File: src/hdl/rvt_pkg.sv
// rvt_pkg: shared types, constants and helpers for the range velocity tracker
// used by rvt_divider and range_velocity_tracker; depends on nothing else
`timescale 1ns / 1ps

package rvt_pkg;

  localparam int RING_DEPTH = 16;
  localparam int RING_IDX_W = $clog2(RING_DEPTH);

  localparam int DIST_W = 16;
  localparam int TIME_W = 32;
  localparam int VEL_W  = 32;
  localparam int CNT_W  = 2;

  // ring entry: {time_us, distance_cm}
  localparam int RING_W = DIST_W + TIME_W;

  // 17-bit signed distance step times 10^7 fits 41 bits signed
  localparam int DIFF_W = DIST_W + 1;
  localparam int DVD_W  = 41;
  localparam int DVS_W  = 32;

  localparam logic [23:0] VEL_SCALE    = 24'd10000000;
  localparam logic [13:0] IMPACT_SCALE = 14'd10000;

  localparam int CFG_ADDR_W = 4;
  localparam int CFG_DATA_W = 32;

  localparam int IN_DATA_W  = 48;
  localparam int OUT_DATA_W = 80;
  localparam int OUT_USER_W = 2;

  typedef enum logic {
    OP_READING = 1'b0,
    OP_QUERY   = 1'b1
  } op_e;

  typedef enum logic [1:0] {
    STATUS_ACCEPTED = 2'd0,
    STATUS_REJECTED = 2'd1,
    STATUS_ANSWER   = 2'd2
  } status_e;

  typedef enum logic [1:0] {
    REG_MIN_RANGE    = 2'd0,
    REG_MAX_RANGE    = 2'd1,
    REG_MIN_INTERVAL = 2'd2,
    REG_STALE_TIME   = 2'd3
  } reg_idx_e;

  typedef struct packed {
    logic               start;
    logic [DVD_W-1:0]   dividend;
    logic [DVS_W-1:0]   divisor;
  } div_req_t;

  typedef struct packed {
    logic               done;
    logic [DVD_W-1:0]   quotient;
  } div_rsp_t;

  function automatic logic [RING_IDX_W-1:0] next_slot(input logic [RING_IDX_W-1:0] x);
    logic [RING_IDX_W-1:0] r;
    if (x == RING_IDX_W'(RING_DEPTH - 1)) begin
      r = '0;
    end else begin
      r = x + 1'b1;
    end
    return r;
  endfunction

  function automatic logic [RING_IDX_W-1:0] prev_slot(input logic [RING_IDX_W-1:0] x);
    logic [RING_IDX_W-1:0] r;
    if (x == '0) begin
      r = RING_IDX_W'(RING_DEPTH - 1);
    end else begin
      r = x - 1'b1;
    end
    return r;
  endfunction

endpackage

File: src/hdl/rvt_divider.sv
// rvt_divider: unsigned restoring divider, one quotient bit per cycle
// depends on rvt_pkg for widths and the request/response structs
`timescale 1ns / 1ps

module rvt_divider import rvt_pkg::*; (
  input  logic     clk_i,
  input  logic     rst_ni,
  input  div_req_t req_i,
  output div_rsp_t rsp_o
);

  localparam int STEP_W = $clog2(DVD_W + 1);

  logic              busy_q;
  logic              done_q;
  logic [STEP_W-1:0] step_q;

  logic [DVD_W-1:0]  acc_q;
  logic [DVS_W-1:0]  rem_q;
  logic [DVS_W-1:0]  den_q;

  logic [DVS_W:0]    rem_sh;
  logic [DVS_W:0]    rem_sub;
  logic              ge;

  always_comb begin
    rem_sh  = {rem_q, acc_q[DVD_W-1]};
    ge      = rem_sh >= {1'b0, den_q};
    rem_sub = rem_sh - {1'b0, den_q};
  end

  always_ff @(posedge clk_i or negedge rst_ni) begin
    if (!rst_ni) begin
      busy_q <= 1'b0;
      done_q <= 1'b0;
      step_q <= '0;
    end else if (req_i.start) begin
      busy_q <= 1'b1;
      done_q <= 1'b0;
      step_q <= STEP_W'(DVD_W);
    end else if (busy_q) begin
      step_q <= step_q - 1'b1;
      if (step_q == STEP_W'(1)) begin
        busy_q <= 1'b0;
        done_q <= 1'b1;
      end
    end else begin
      done_q <= 1'b0;
    end
  end

  // quotient bits shift in at the bottom as dividend bits leave the top
  always_ff @(posedge clk_i) begin
    if (req_i.start) begin
      acc_q <= req_i.dividend;
      rem_q <= '0;
      den_q <= req_i.divisor;
    end else if (busy_q) begin
      acc_q <= {acc_q[DVD_W-2:0], ge};
      rem_q <= ge ? rem_sub[DVS_W-1:0] : rem_sh[DVS_W-1:0];
    end
  end

  assign rsp_o.done     = done_q;
  assign rsp_o.quotient = acc_q;

endmodule

File: src/hdl/range_velocity_tracker.sv
// range_velocity_tracker: ring of timestamped range readings with smoothed
// distance, velocity and time to impact; uses rvt_pkg and rvt_divider
//
//   channel   dir   handshake                 contents
//   s_axis    in    tvalid/tready             tdata: distance, time; tuser: op
//   m_axis    out   tvalid/tready             tdata: range, velocity, impact; tuser: status
//   apb       in    psel/penable, pready=1    four configuration registers
//
// queries and rejected readings go from accept through S_READ to S_OUT, where
// the result register loads once free; accepted readings pass S_VSTART, S_VDIV,
// S_SMOOTH and S_IMUL, then when closing S_IDIV: two passes of the bit-serial
// divider, raw velocity, then time to impact; otherwise the second pass is skipped
// one item is in flight at a time; the result register lets the next item in
// while the previous result waits on m_axis_tready_i
// reset is asynchronous, active low; the ring memory is not cleared
`timescale 1ns / 1ps

module range_velocity_tracker import rvt_pkg::*; (
  input  logic                   clk_i,
  input  logic                   rst_ni,

  input  logic                   s_axis_tvalid_i,
  output logic                   s_axis_tready_o,
  // [15:0] distance_cm, [47:16] time_us
  input  logic [IN_DATA_W-1:0]   s_axis_tdata_i,
  // [0] op
  input  logic [0:0]             s_axis_tuser_i,

  output logic                   m_axis_tvalid_o,
  input  logic                   m_axis_tready_i,
  // [15:0] range_out_cm, [47:16] velocity_mm_s, [79:48] impact_time_ms
  output logic [OUT_DATA_W-1:0]  m_axis_tdata_o,
  // [1:0] status
  output logic [OUT_USER_W-1:0]  m_axis_tuser_o,

  input  logic                   psel,
  input  logic                   penable,
  input  logic                   pwrite,
  input  logic [CFG_ADDR_W-1:0]  paddr,
  input  logic [CFG_DATA_W-1:0]  pwdata,
  output logic [CFG_DATA_W-1:0]  prdata,
  output logic                   pready
);

  typedef enum logic [7:0] {
    S_IDLE   = 8'b0000_0001,
    S_READ   = 8'b0000_0010,
    S_VSTART = 8'b0000_0100,
    S_VDIV   = 8'b0000_1000,
    S_SMOOTH = 8'b0001_0000,
    S_IMUL   = 8'b0010_0000,
    S_IDIV   = 8'b0100_0000,
    S_OUT    = 8'b1000_0000
  } state_e;

  // configuration
  logic [DIST_W-1:0] min_range_q;
  logic [DIST_W-1:0] max_range_q;
  logic [TIME_W-1:0] min_interval_q;
  logic [TIME_W-1:0] stale_time_q;
  logic              cfg_wr;
  reg_idx_e          cfg_idx;

  // tracker state
  state_e                state_q, state_d;
  logic [RING_IDX_W-1:0] write_idx_q;
  logic [RING_IDX_W-1:0] lag_idx_q;
  logic [CNT_W-1:0]      count_q;
  logic [DIST_W-1:0]     smooth_rng_q;
  logic [VEL_W-1:0]      smooth_vel_q;
  logic [VEL_W-1:0]      impact_q;

  // item in flight
  op_e                   op_q;
  logic [DIST_W-1:0]     dist_q;
  logic [TIME_W-1:0]     time_q;
  logic                  win_q;
  logic                  stale_q;
  logic                  vel_zero_q;
  logic signed [DVD_W-1:0] dx_q;
  logic [TIME_W-1:0]     dt_q;
  logic [VEL_W-1:0]      vel_raw_q;

  // ring memory
  logic [RING_W-1:0]     ring_mem [RING_DEPTH];
  logic [RING_W-1:0]     ring_rd_q;
  logic                  ring_re;
  logic                  ring_we;
  logic [RING_IDX_W-1:0] ring_rd_addr;
  logic [DIST_W-1:0]     rd_dist;
  logic [TIME_W-1:0]     rd_time;

  // output register
  logic                  m_valid_q;
  logic [OUT_DATA_W-1:0] m_data_q;
  logic [OUT_USER_W-1:0] m_user_q;
  logic                  out_load;

  // datapath
  logic                  in_acc;
  logic [DIST_W-1:0]     in_dist;
  logic [TIME_W-1:0]     in_time;
  logic signed [DIFF_W-1:0] dist_diff;
  logic signed [DVD_W-1:0]  dx_prod;
  logic [TIME_W-1:0]     dt_now;
  logic [DVD_W-1:0]      dx_mag;
  logic [DVD_W-1:0]      quo;
  logic [VEL_W-1:0]      vel_sat;
  logic [DIST_W+2-1:0]   rng_sum;
  logic [DIST_W-1:0]     rng_new;
  logic signed [VEL_W+1:0] vel_sum;
  logic signed [VEL_W+1:0] vel_adj;
  logic [VEL_W-1:0]      vel_new;
  logic [RING_IDX_W-1:0] wi_next;
  logic                  lag_adv;
  logic [29:0]           impact_num;
  logic [VEL_W-1:0]      vel_neg;
  status_e               out_status;
  logic [DIST_W-1:0]     out_rng;
  logic [VEL_W-1:0]      out_vel;

  div_req_t div_req;
  div_rsp_t div_rsp;

  // ---------------------------------------------------------------- config
  assign pready  = 1'b1;
  assign cfg_wr  = psel && penable && pwrite;
  assign cfg_idx = reg_idx_e'(paddr[3:2]);

  always_comb begin
    unique case (cfg_idx)
      REG_MIN_RANGE:    prdata = CFG_DATA_W'(min_range_q);
      REG_MAX_RANGE:    prdata = CFG_DATA_W'(max_range_q);
      REG_MIN_INTERVAL: prdata = min_interval_q;
      REG_STALE_TIME:   prdata = stale_time_q;
      default:          prdata = '0;
    endcase
  end

  always_ff @(posedge clk_i or negedge rst_ni) begin
    if (!rst_ni) begin
      min_range_q    <= 16'd20;
      max_range_q    <= 16'd2500;
      min_interval_q <= 32'd50000;
      stale_time_q   <= 32'd100000;
    end else if (cfg_wr) begin
      unique case (cfg_idx)
        REG_MIN_RANGE:    min_range_q    <= pwdata[DIST_W-1:0];
        REG_MAX_RANGE:    max_range_q    <= pwdata[DIST_W-1:0];
        REG_MIN_INTERVAL: min_interval_q <= pwdata;
        REG_STALE_TIME:   stale_time_q   <= pwdata;
        default: ;
      endcase
    end
  end

  // ---------------------------------------------------------------- input
  assign s_axis_tready_o = (state_q == S_IDLE);
  assign in_acc  = s_axis_tvalid_i && s_axis_tready_o;
  assign in_dist = s_axis_tdata_i[15:0];
  assign in_time = s_axis_tdata_i[47:16];

  // ---------------------------------------------------------------- ring
  // a query looks at the newest entry, a reading at the lag entry
  assign ring_re      = in_acc;
  assign ring_rd_addr = (op_e'(s_axis_tuser_i[0]) == OP_QUERY) ? prev_slot(write_idx_q)
                                                                : lag_idx_q;
  assign ring_we      = (state_q == S_SMOOTH);
  assign rd_dist      = ring_rd_q[DIST_W-1:0];
  assign rd_time      = ring_rd_q[RING_W-1:DIST_W];

  always_ff @(posedge clk_i) begin
    if (ring_we) begin
      ring_mem[write_idx_q] <= {time_q, dist_q};
    end
    if (ring_re) begin
      ring_rd_q <= ring_mem[ring_rd_addr];
    end
  end

  // ---------------------------------------------------------------- datapath
  always_comb begin
    dt_now    = time_q - rd_time;
    dist_diff = $signed({1'b0, dist_q}) - $signed({1'b0, rd_dist});
    dx_prod   = $signed({{(DVD_W-DIFF_W){dist_diff[DIFF_W-1]}}, dist_diff})
              * $signed({{(DVD_W-24){1'b0}}, VEL_SCALE});
    dx_mag    = dx_q[DVD_W-1] ? DVD_W'(-dx_q) : DVD_W'(dx_q);

    // truncate toward zero on magnitudes, then saturate to 32 bits signed
    quo = div_rsp.quotient;
    if (!dx_q[DVD_W-1]) begin
      vel_sat = (quo > DVD_W'(32'h7FFF_FFFF)) ? 32'h7FFF_FFFF : quo[VEL_W-1:0];
    end else begin
      vel_sat = (quo > DVD_W'(32'h8000_0000)) ? 32'h8000_0000 : VEL_W'(-quo[VEL_W-1:0]);
    end

    rng_sum = {2'b00, smooth_rng_q} + {1'b0, smooth_rng_q, 1'b0} + {2'b00, dist_q};
    rng_new = (count_q == '0) ? dist_q : rng_sum[DIST_W+1:2];

    vel_sum = $signed({{2{smooth_vel_q[VEL_W-1]}}, smooth_vel_q})
            + $signed({smooth_vel_q[VEL_W-1], smooth_vel_q, 1'b0})
            + $signed({{2{vel_raw_q[VEL_W-1]}}, vel_raw_q});
    vel_adj = vel_sum + (vel_sum[VEL_W+1] ? 34'sd3 : 34'sd0);
    if (count_q == CNT_W'(1)) begin
      vel_new = vel_raw_q;
    end else begin
      vel_new = vel_adj[VEL_W+1:2];
    end

    wi_next = next_slot(write_idx_q);
    lag_adv = (count_q != '0) && ((wi_next == lag_idx_q) || (dt_q > min_interval_q));

    impact_num = smooth_rng_q * IMPACT_SCALE;
    vel_neg    = ~smooth_vel_q + 1'b1;
  end

  always_comb begin
    div_req.start    = (state_q == S_VSTART) || ((state_q == S_IMUL) && smooth_vel_q[VEL_W-1]);
    div_req.dividend = (state_q == S_VSTART) ? dx_mag : DVD_W'(impact_num);
    div_req.divisor  = (state_q == S_VSTART) ? dt_q : vel_neg;
  end

  rvt_divider u_div (
    .clk_i  (clk_i),
    .rst_ni (rst_ni),
    .req_i  (div_req),
    .rsp_o  (div_rsp)
  );

  // ---------------------------------------------------------------- sequencer
  always_comb begin
    state_d = state_q;
    unique case (state_q)
      S_IDLE:   if (in_acc) state_d = S_READ;
      S_READ: begin
        if (op_q == OP_READING && win_q) state_d = S_VSTART;
        else                             state_d = S_OUT;
      end
      S_VSTART: state_d = S_VDIV;
      S_VDIV:   if (div_rsp.done) state_d = S_SMOOTH;
      S_SMOOTH: state_d = S_IMUL;
      S_IMUL:   state_d = smooth_vel_q[VEL_W-1] ? S_IDIV : S_OUT;
      S_IDIV:   if (div_rsp.done) state_d = S_OUT;
      S_OUT:    if (out_load) state_d = S_IDLE;
      default:  state_d = S_IDLE;
    endcase
  end

  always_ff @(posedge clk_i or negedge rst_ni) begin
    if (!rst_ni) begin
      state_q      <= S_IDLE;
      write_idx_q  <= '0;
      lag_idx_q    <= '0;
      count_q      <= '0;
      smooth_rng_q <= '0;
      smooth_vel_q <= '0;
      impact_q     <= '1;
    end else begin
      state_q <= state_d;
      if (state_q == S_SMOOTH) begin
        write_idx_q  <= wi_next;
        smooth_rng_q <= rng_new;
        if (count_q != '0) begin
          smooth_vel_q <= vel_new;
        end
        if (lag_adv) begin
          lag_idx_q <= next_slot(lag_idx_q);
        end
        if (count_q != CNT_W'(2)) begin
          count_q <= count_q + 1'b1;
        end
      end
      if (state_q == S_IMUL && !smooth_vel_q[VEL_W-1]) begin
        impact_q <= '1;
      end else if (state_q == S_IDIV && div_rsp.done) begin
        impact_q <= div_rsp.quotient[VEL_W-1:0];
      end
    end
  end

  always_ff @(posedge clk_i) begin
    if (in_acc) begin
      op_q   <= op_e'(s_axis_tuser_i[0]);
      dist_q <= in_dist;
      time_q <= in_time;
      win_q  <= (in_dist >= min_range_q) && (in_dist <= max_range_q);
    end
    if (state_q == S_READ) begin
      stale_q    <= (count_q == '0) || (dt_now > stale_time_q);
      dx_q       <= dx_prod;
      dt_q       <= dt_now;
      vel_zero_q <= (lag_idx_q == write_idx_q) || (dt_now == '0);
    end
    if (state_q == S_VDIV && div_rsp.done) begin
      vel_raw_q <= vel_zero_q ? '0 : vel_sat;
    end
  end

  // ---------------------------------------------------------------- output
  assign out_load = (state_q == S_OUT) && (!m_valid_q || m_axis_tready_i);

  always_comb begin
    if (op_q == OP_QUERY) begin
      out_status = STATUS_ANSWER;
    end else if (win_q) begin
      out_status = STATUS_ACCEPTED;
    end else begin
      out_status = STATUS_REJECTED;
    end
    out_rng = (op_q == OP_QUERY && stale_q) ? max_range_q : smooth_rng_q;
    out_vel = (op_q == OP_QUERY && stale_q) ? '0 : smooth_vel_q;
  end

  always_ff @(posedge clk_i or negedge rst_ni) begin
    if (!rst_ni) begin
      m_valid_q <= 1'b0;
    end else if (out_load) begin
      m_valid_q <= 1'b1;
    end else if (m_axis_tready_i) begin
      m_valid_q <= 1'b0;
    end
  end

  always_ff @(posedge clk_i) begin
    if (out_load) begin
      m_data_q <= {impact_q, out_vel, out_rng};
      m_user_q <= out_status;
    end
  end

  assign m_axis_tvalid_o = m_valid_q;
  assign m_axis_tdata_o  = m_data_q;
  assign m_axis_tuser_o  = m_user_q;

  // ---------------------------------------------------------------- checks
  a_one_in_flight: assert property (@(posedge clk_i) disable iff (!rst_ni)
    in_acc |=> !s_axis_tready_o)
    else $error("item accepted while another is in flight");

  a_count_range: assert property (@(posedge clk_i) disable iff (!rst_ni)
    count_q != CNT_W'(3))
    else $error("reading count past saturation");

  a_lag_behind_write: assert property (@(posedge clk_i) disable iff (!rst_ni)
    (count_q != '0) |-> (lag_idx_q != write_idx_q))
    else $error("lag entry caught by write entry");

  a_ring_write_ok: assert property (@(posedge clk_i) disable iff (!rst_ni)
    ring_we |-> (op_q == OP_READING && win_q))
    else $error("ring written for a query or rejected reading");

  a_impact_idle: assert property (@(posedge clk_i) disable iff (!rst_ni)
    (state_q == S_IDLE && !smooth_vel_q[VEL_W-1]) |-> (impact_q == '1))
    else $error("impact time not all ones for a receding target");

endmodule

File: config.mk
export PLATFORM = sky130hd
export DESIGN_NAME = range_velocity_tracker
export DESIGN_NICKNAME = d
export VERILOG_FILES = /design/src/hdl/rvt_pkg.sv /design/src/hdl/rvt_divider.sv /design/src/hdl/range_velocity_tracker.sv
export SDC_FILE = /design/constraint.sdc
export NUM_CORES = 2
export LEC_CHECK = 0
export ABC_AREA = 1
export BUFFER_PORTS_ARGS = -buffer_cell sky130_fd_sc_hd__clkbuf_2
export CORE_MARGIN = 5
export CORE_UTILIZATION = 38
export DETAILED_ROUTE_END_ITERATION = 12
export GPL_TIMING_DRIVEN = 0
export PLACE_DENSITY_LB_ADDON = 0.15
export SYNTH_ARGS = -nofsm -noshare
export SYNTH_HDL_FRONTEND = slang
export SYNTH_SLANG_ARGS = --single-unit
File: constraint.sdc
create_clock -name clk_i -period 10.7 [get_ports clk_i]
set_input_delay 0.535 -clock clk_i [delete_from_list [all_inputs] [get_ports clk_i]]
set_output_delay 0.535 -clock clk_i [all_outputs]
set_load 0.02 [all_outputs]
Word level (Yosys, flattened, before mapping)
Memory sizes are Yosys's and may differ from the RTL's. A register that Yosys moved wholly into a read port is not among the register bits.
Index checks and enable logic that the tools add are counted.
{"block": "totals", "inputBits": 92, "out_inout_bits": 117, "ff_bits": 540, "ram_bits": 768, "n_memories": 1}
{"memory": "ring_mem", "words": 16, "width": 48, "rd": 1, "rd_clocked_by_memory_dff": 1, "wr": 1, "line": "range_velocity_tracker.sv:85", "text": "logic [RING_W-1:0] ring_mem [RING_DEPTH];"}
{"block": "op_classes", "muxes": 40, "n_mul": 2, "reduce_logical": 35, "eq_ne": 23, "add_sub_neg": 16, "bitwise_logic": 2, "magnitude_cmp": 7}
{"cell": "2-to-1 mux 32 bit", "count": 8}
{"cell": "2-to-1 mux 41 bit", "count": 4}
{"cell": "one-hot mux 32 bit (4 select lines)", "count": 1}
{"cell": "> comparator 32 bit", "count": 2}
{"cell": "one-hot mux 8 bit (8 select lines)", "count": 1}
{"cell": "subtractor 32 bit", "count": 2}
{"cell": "2-to-1 mux 8 bit", "count": 6}
{"cell": "> comparator 41 x 31 -> 1 bit (second input constant)", "count": 1}
{"cell": "> comparator 41 x 32 -> 1 bit (second input constant)", "count": 1}
{"cell": "negator 41 bit", "count": 1}
{"cell": "adder 32 x 33 -> 34 bit", "count": 1}
{"cell": "adder 34 x 3 -> 34 bit", "count": 1}
{"cell": "adder 34 x 32 -> 34 bit", "count": 1}
{"cell": "multiplier 17 x 18 -> 34 bit (second input constant)", "count": 1}
{"cell": ">= comparator 33 x 32 -> 1 bit", "count": 1}
{"cell": "adder 32 x 1 -> 32 bit (second input constant)", "count": 1}
{"cell": "logical NOT 32 bit", "count": 1}
{"cell": "2-to-1 mux 16 bit", "count": 2}
{"cell": "negator 32 bit", "count": 1}
{"cell": "NOT 32 bit", "count": 1}
{"cell": "multiplier 16 x 10 -> 26 bit (second input constant)", "count": 1}
{"cell": "adder 16 x 17 -> 18 bit", "count": 1}
{"cell": "adder 18 x 16 -> 18 bit", "count": 1}
{"cell": "subtractor 16 x 16 -> 17 bit", "count": 1}
{"cell": "35 further kinds", "count": 83}

Logic depth before layout (Yosys ltp)
{"block": "depth", "depth_word": 6, "mapped_depth": 35, "mapped_depth_nobuf": 35}

By module
A second synthesis with hierarchy kept.
{"block": "hier_totals", "hier_cells": 8129, "area_unflattened_um2": 76450.8}
{"module": "range_velocity_tracker", "cells_per_inst": 7100, "instances": 1, "area_each_um2": 69206.4}
{"module": "rvt_divider", "cells_per_inst": 1029, "instances": 1, "area_each_um2": 7244.4}

Worst setup path after synthesis
OpenSTA, ideal clock, no wires.
{"block": "synth_path", "path_kind": "reg-to-reg", "from": "reg state_q[7]", "to": "reg state_q[0]", "t_required_ns": 10.607, "setup_slack_ns": 2.542, "setup_time_ns": 0.093, "stages_incl_launch_ff": 9, "t_arrival_ns": 8.065, "path_cell_list": "dfrtp_1 > nor2_1 > inv_1 > nor2_1 > inv_1 > nor4_1 > inv_1 > nand3_1 > o32ai_1"}
{"block": "synth_via", "elab_chain_len": 4, "word_cells_on_any_way": 16}
{"element": "start: declaration", "line": "range_velocity_tracker.sv:65", "text": "state_e state_q, state_d;"}
{"element": "start signal: assignment", "line": "range_velocity_tracker.sv:259", "text": "state_q <= state_d;"}
{"element": "equality test 8 bit / equality test 8 x 1 -> 1 bit (equally long branches)", "line": "range_velocity_tracker.sv:233, range_velocity_tracker.sv:300, range_velocity_tracker.sv:158"}
{"element": "logical AND 1 bit (on tied branches)", "line": "range_velocity_tracker.sv:300, range_velocity_tracker.sv:159"}
{"element": "!= test 2 bit (no source line) / != test 2 x 1 -> 1 bit (equally long branches)"}
{"element": "AND reduction 4 bit (no source line)"}
Several ways; a longest one is shown, not always the timed one.
A chain may end at the register's enable or synchronous reset.

Worst setup path after layout
{"block": "layout_path", "from": "reg dist_q[3]", "to": "reg dx_q[36], data pin"}
{"block": "layout_via", "elab_chain_len": 2}
{"element": "start: declaration", "line": "range_velocity_tracker.sv:75", "text": "logic [DIST_W-1:0] dist_q;"}
{"element": "start signal: assignment", "line": "range_velocity_tracker.sv:284", "text": "dist_q <= in_dist;"}
{"element": "subtractor 16 x 16 -> 17 bit", "line": "range_velocity_tracker.sv:184", "text": "dist_diff = $signed({1'b0, dist_q}) - $signed({1'b0, rd_dist});"}
{"element": "multiplier 17 x 18 -> 34 bit", "line": "range_velocity_tracker.sv:186", "text": "* $signed({{(DVD_W-24){1'b0}}, VEL_SCALE});"}
{"element": "via dx_prod[36]", "line": "range_velocity_tracker.sv:104", "text": "logic signed [DVD_W-1:0] dx_prod;"}
{"element": "end signal: assignment", "line": "range_velocity_tracker.sv:290", "text": "dx_q <= dx_prod;"}
{"element": "end: declaration", "line": "range_velocity_tracker.sv:80", "text": "logic signed [DVD_W-1:0] dx_q;"}
The timed path passes the listed nets, and every way through them passes these cells.

==> out/metrics.yaml <==
status:
  status: "complete, no violations"
route:
  route.detailed.drc: 0
  vias: 57800
  drt-initial-drc-count: 4982
  drtPass1Iterations: 7
  viasPerCell: 5.25
  routedWlPerCell_microns: 23.4
  wirelength_microns: 258000
  ant_nets: 0
critical_path:
  startpoint: "dist_q[3]$_DFFE_PP_"
  cp.required_ns: 11.24
  crit_path_end_kind: "register"
  slowest_delay_ns: 1.08
  timing.critical_path.fanout_max: 19
  worst-setup-path-type: "reg -> reg"
  worst_setup_path_start_kind: "register"
  cp.arrival_ns: 9.43
  crit_slowest_cell: "edfxtp_1"
  timing.rr.start: "dist_q[3]$_DFFE_PP_"
sta:
  setup_violations: 0
  rsz0062_at_grt: "false"
  relSlewSlack: 0.173
  max_freq_mhz: 113
  hold_ws_ns: 0.0676
  slew_violations: 0
  hold_viol: 0
  finalCritPeriodShare: 0.830
  setup_tns_ns: 0
  post-route-min-period_ns: 8.88
  finClkSkew_ns: 0.0483
  worst_slew_pin_slew_ns: 1.24
finish:
  layout_commonest_cell: "nand2_1"
  final_cell_mix: "1205 x nand2_1, 1121 x edfxtp_1, 1039 x nor2_1"
  multi_input_area_sq_um: 30900
  fin_nets: 8966
  instances_no_fill: 11000
  drive_gt1_frac: 0.0770
  stdcell_area_sq_um: 86100
  fill_cells: 19200
  area_delta_synth_final_pct: 15.0
  seq_area_sq_um: 39400
global_route:
  grt_overflow: 0
  grt_max_degree: 71
  grt_first_pass_wirelength_microns: 376000
  grt_pass1_vias: 57000
  antenna_found_initial: 28
  track_usage: 0.246
clocking:
  path_clk_slew_ns: 0.06
  cts_tree: "done"
  cts-root-buf: "clkbuf_16"
  cts.sinks: 1356
  cts_buffers: 155
  postCtsSetupBuffers: 0
  clockBufferDepth: 3
  h-tree-depth: 4
  clock_latency_ns: 0.83
  cts-resized-gates: 0
floorplan:
  rows: 163
  die_w_microns: 454
  die-area_sq_um: 206000
  design.core.area_sq_um: 197000
  die_y_microns: 454
  io_pins: 209
  initial_utilization: 0.381
synth:
  synth_flop_cell: "edfxtp_1"
  synth_top_area_share: 0.450
  synth_edf_count: 1121
  synth_cell_types: 68
  yosysWarningCount: 0
  yosys.area.top_type: "edfxtp_1"
  yosysSeqAreaShare: 0.527
  async_flop_share: 0.150
  syn_avg_cell_area_sq_um: 9.69
  syn_nets: 8466
  ys_ff_latch: 1356
  syn_area_sq_um: 74900
  syn_inst: 7726
  yosys-top-cells-area: "edfxtp_1 45%, ha_1 8.2%, nand2_1 6.0%, o21ai_0 5.6%, nor2_1 5.3%"
placement:
  dp.cells: 10600
  place_area_sq_um: 80400
  hpwlAfterDp_microns: 200000
  portBuffers: 205
  place_congestion: 0.938
min_path:
  worstHoldStart: "pwdata[31]"
  hold_class: "in -> reg"
flow_run:
  maxCapViolations: 0
[cell families (layout without fill, tap and decap cells)]
logic type	Yosys count	in the layout	share of synthesized area
AOI/OAI and AO/OA	1537	1537	0.115
xor gates and xnor gates	163	163	0.0192
adders and majority gates	648	648	0.124
buffers and inverters	1233	1855	0.0623
DFF	1356	1356	0.527
other	1	10	0.0000501
and+or+nand+nor	2788	2788	0.152
[per-stage QoR]
| stage | util | worst slack (ns) |
|---|---|---|
| after global placement | 0.403 | -2.35 |
| after global routing | 0.438 | 1.15 |
| after floorplan | - | 2.54 |
| final | 0.438 | 1.82 |
| after detailed placement | 0.409 | 1.90 |
| after CTS | 0.438 | 1.85 |
[registers in the layout, summed over array words and instances, names as in the netlist, 34 cells and up]
signal,cells
ring_mem,768
m_axis_tdata_o,80
dx_q,34
ring_rd_q,48
u_div.acc_q,41
[worst max-delay path, delay by kind of cell (launching register included)]
kind                       cells  cell delay [ns]
DFF                            1             1.08
adders and majority gates      8             3.73
and+or+nand+nor                6             0.42
buffers and inverters          6             0.64
AOI/OAI and AO/OA             11             2.74
[worst paths after layout]
path | end | slack [ns] | cells past startpoint
max in group asynchronous | stale_time_q[15]$_DFFE_PN1P_ | 9.18 | 4
hold / removal | stale_time_q[31]$_DFFE_PN0P_ | 0.07 | 3
setup reg to reg | dx_q[36]$_DFFE_PP_ | 1.82 | 31
setup / recovery | dx_q[36]$_DFFE_PP_ | 1.82 | 31
hold reg to reg | u_div.rem_q[18]$_SDFFE_PN0P_ | 0.47 | 2
min in group asynchronous | smooth_rng_q[14]$_DFFE_PN0P_ | 0.28 | 2
[cell type report]
cell class,instances,share of cell area
flip-flops and latches,1356,0.458
multi-input cells,5137,0.359
clock buffers,200,0.0481
inverters,964,0.0420
well taps,2640,0.0384
repair buffers,343,0.0329
plain buffers,269,0.0121
clock inverters,79,0.00917
diodes,9,0.000262
[cell usage after synthesis (5+ instances only)]
library cell and n:
dfstp_2 52, a31oi_1 50, buf_2 23, ha_1 490, nor4_1 27, inv_2 13
nand3_2 5, clkbuf_1 225, and2_1 10, o21bai_1 14, o21ai_0 833, a21oi_1 312
edfxtp_1 1121, nand4_1 67, o32ai_1 10, xnor2_1 52, xor2_1 110, nand2_1 1205
o21a_1 20, o2111ai_1 20, a21boi_0 9, buf_1 18, dfxtp_1 32, a21o_1 14
or2_2 20, inv_1 947, o22ai_1 40, o21ai_1 50, nor2_2 12, nand3_1 198
o211ai_1 35, nor3_1 157, nand3b_1 14, nor2_1 1055, o221ai_1 92, a22oi_1 11
fa_1 158, a211oi_1 6, dfrtp_1 151
[routing by layer]
layer	track usage	share of wire	vias to the layer above
met5	0	0.000050	-
met1	0.315	0.42	28100
met3	0.0299	0.053	436
li1	-	-	27400
met2	0.420	0.49	1878
met4	0.105	0.046	2
[what timing repair did]
item | 4_1_cts | 5_1_grt
endpoints found under the hold margin | 143 | 0
setup endpoints to repair | 0 | 0
hold buffers | 74 | 0
Power is not shown: default switching activity piles up to over one toggle a cycle in this logic, so the estimate is an artifact.
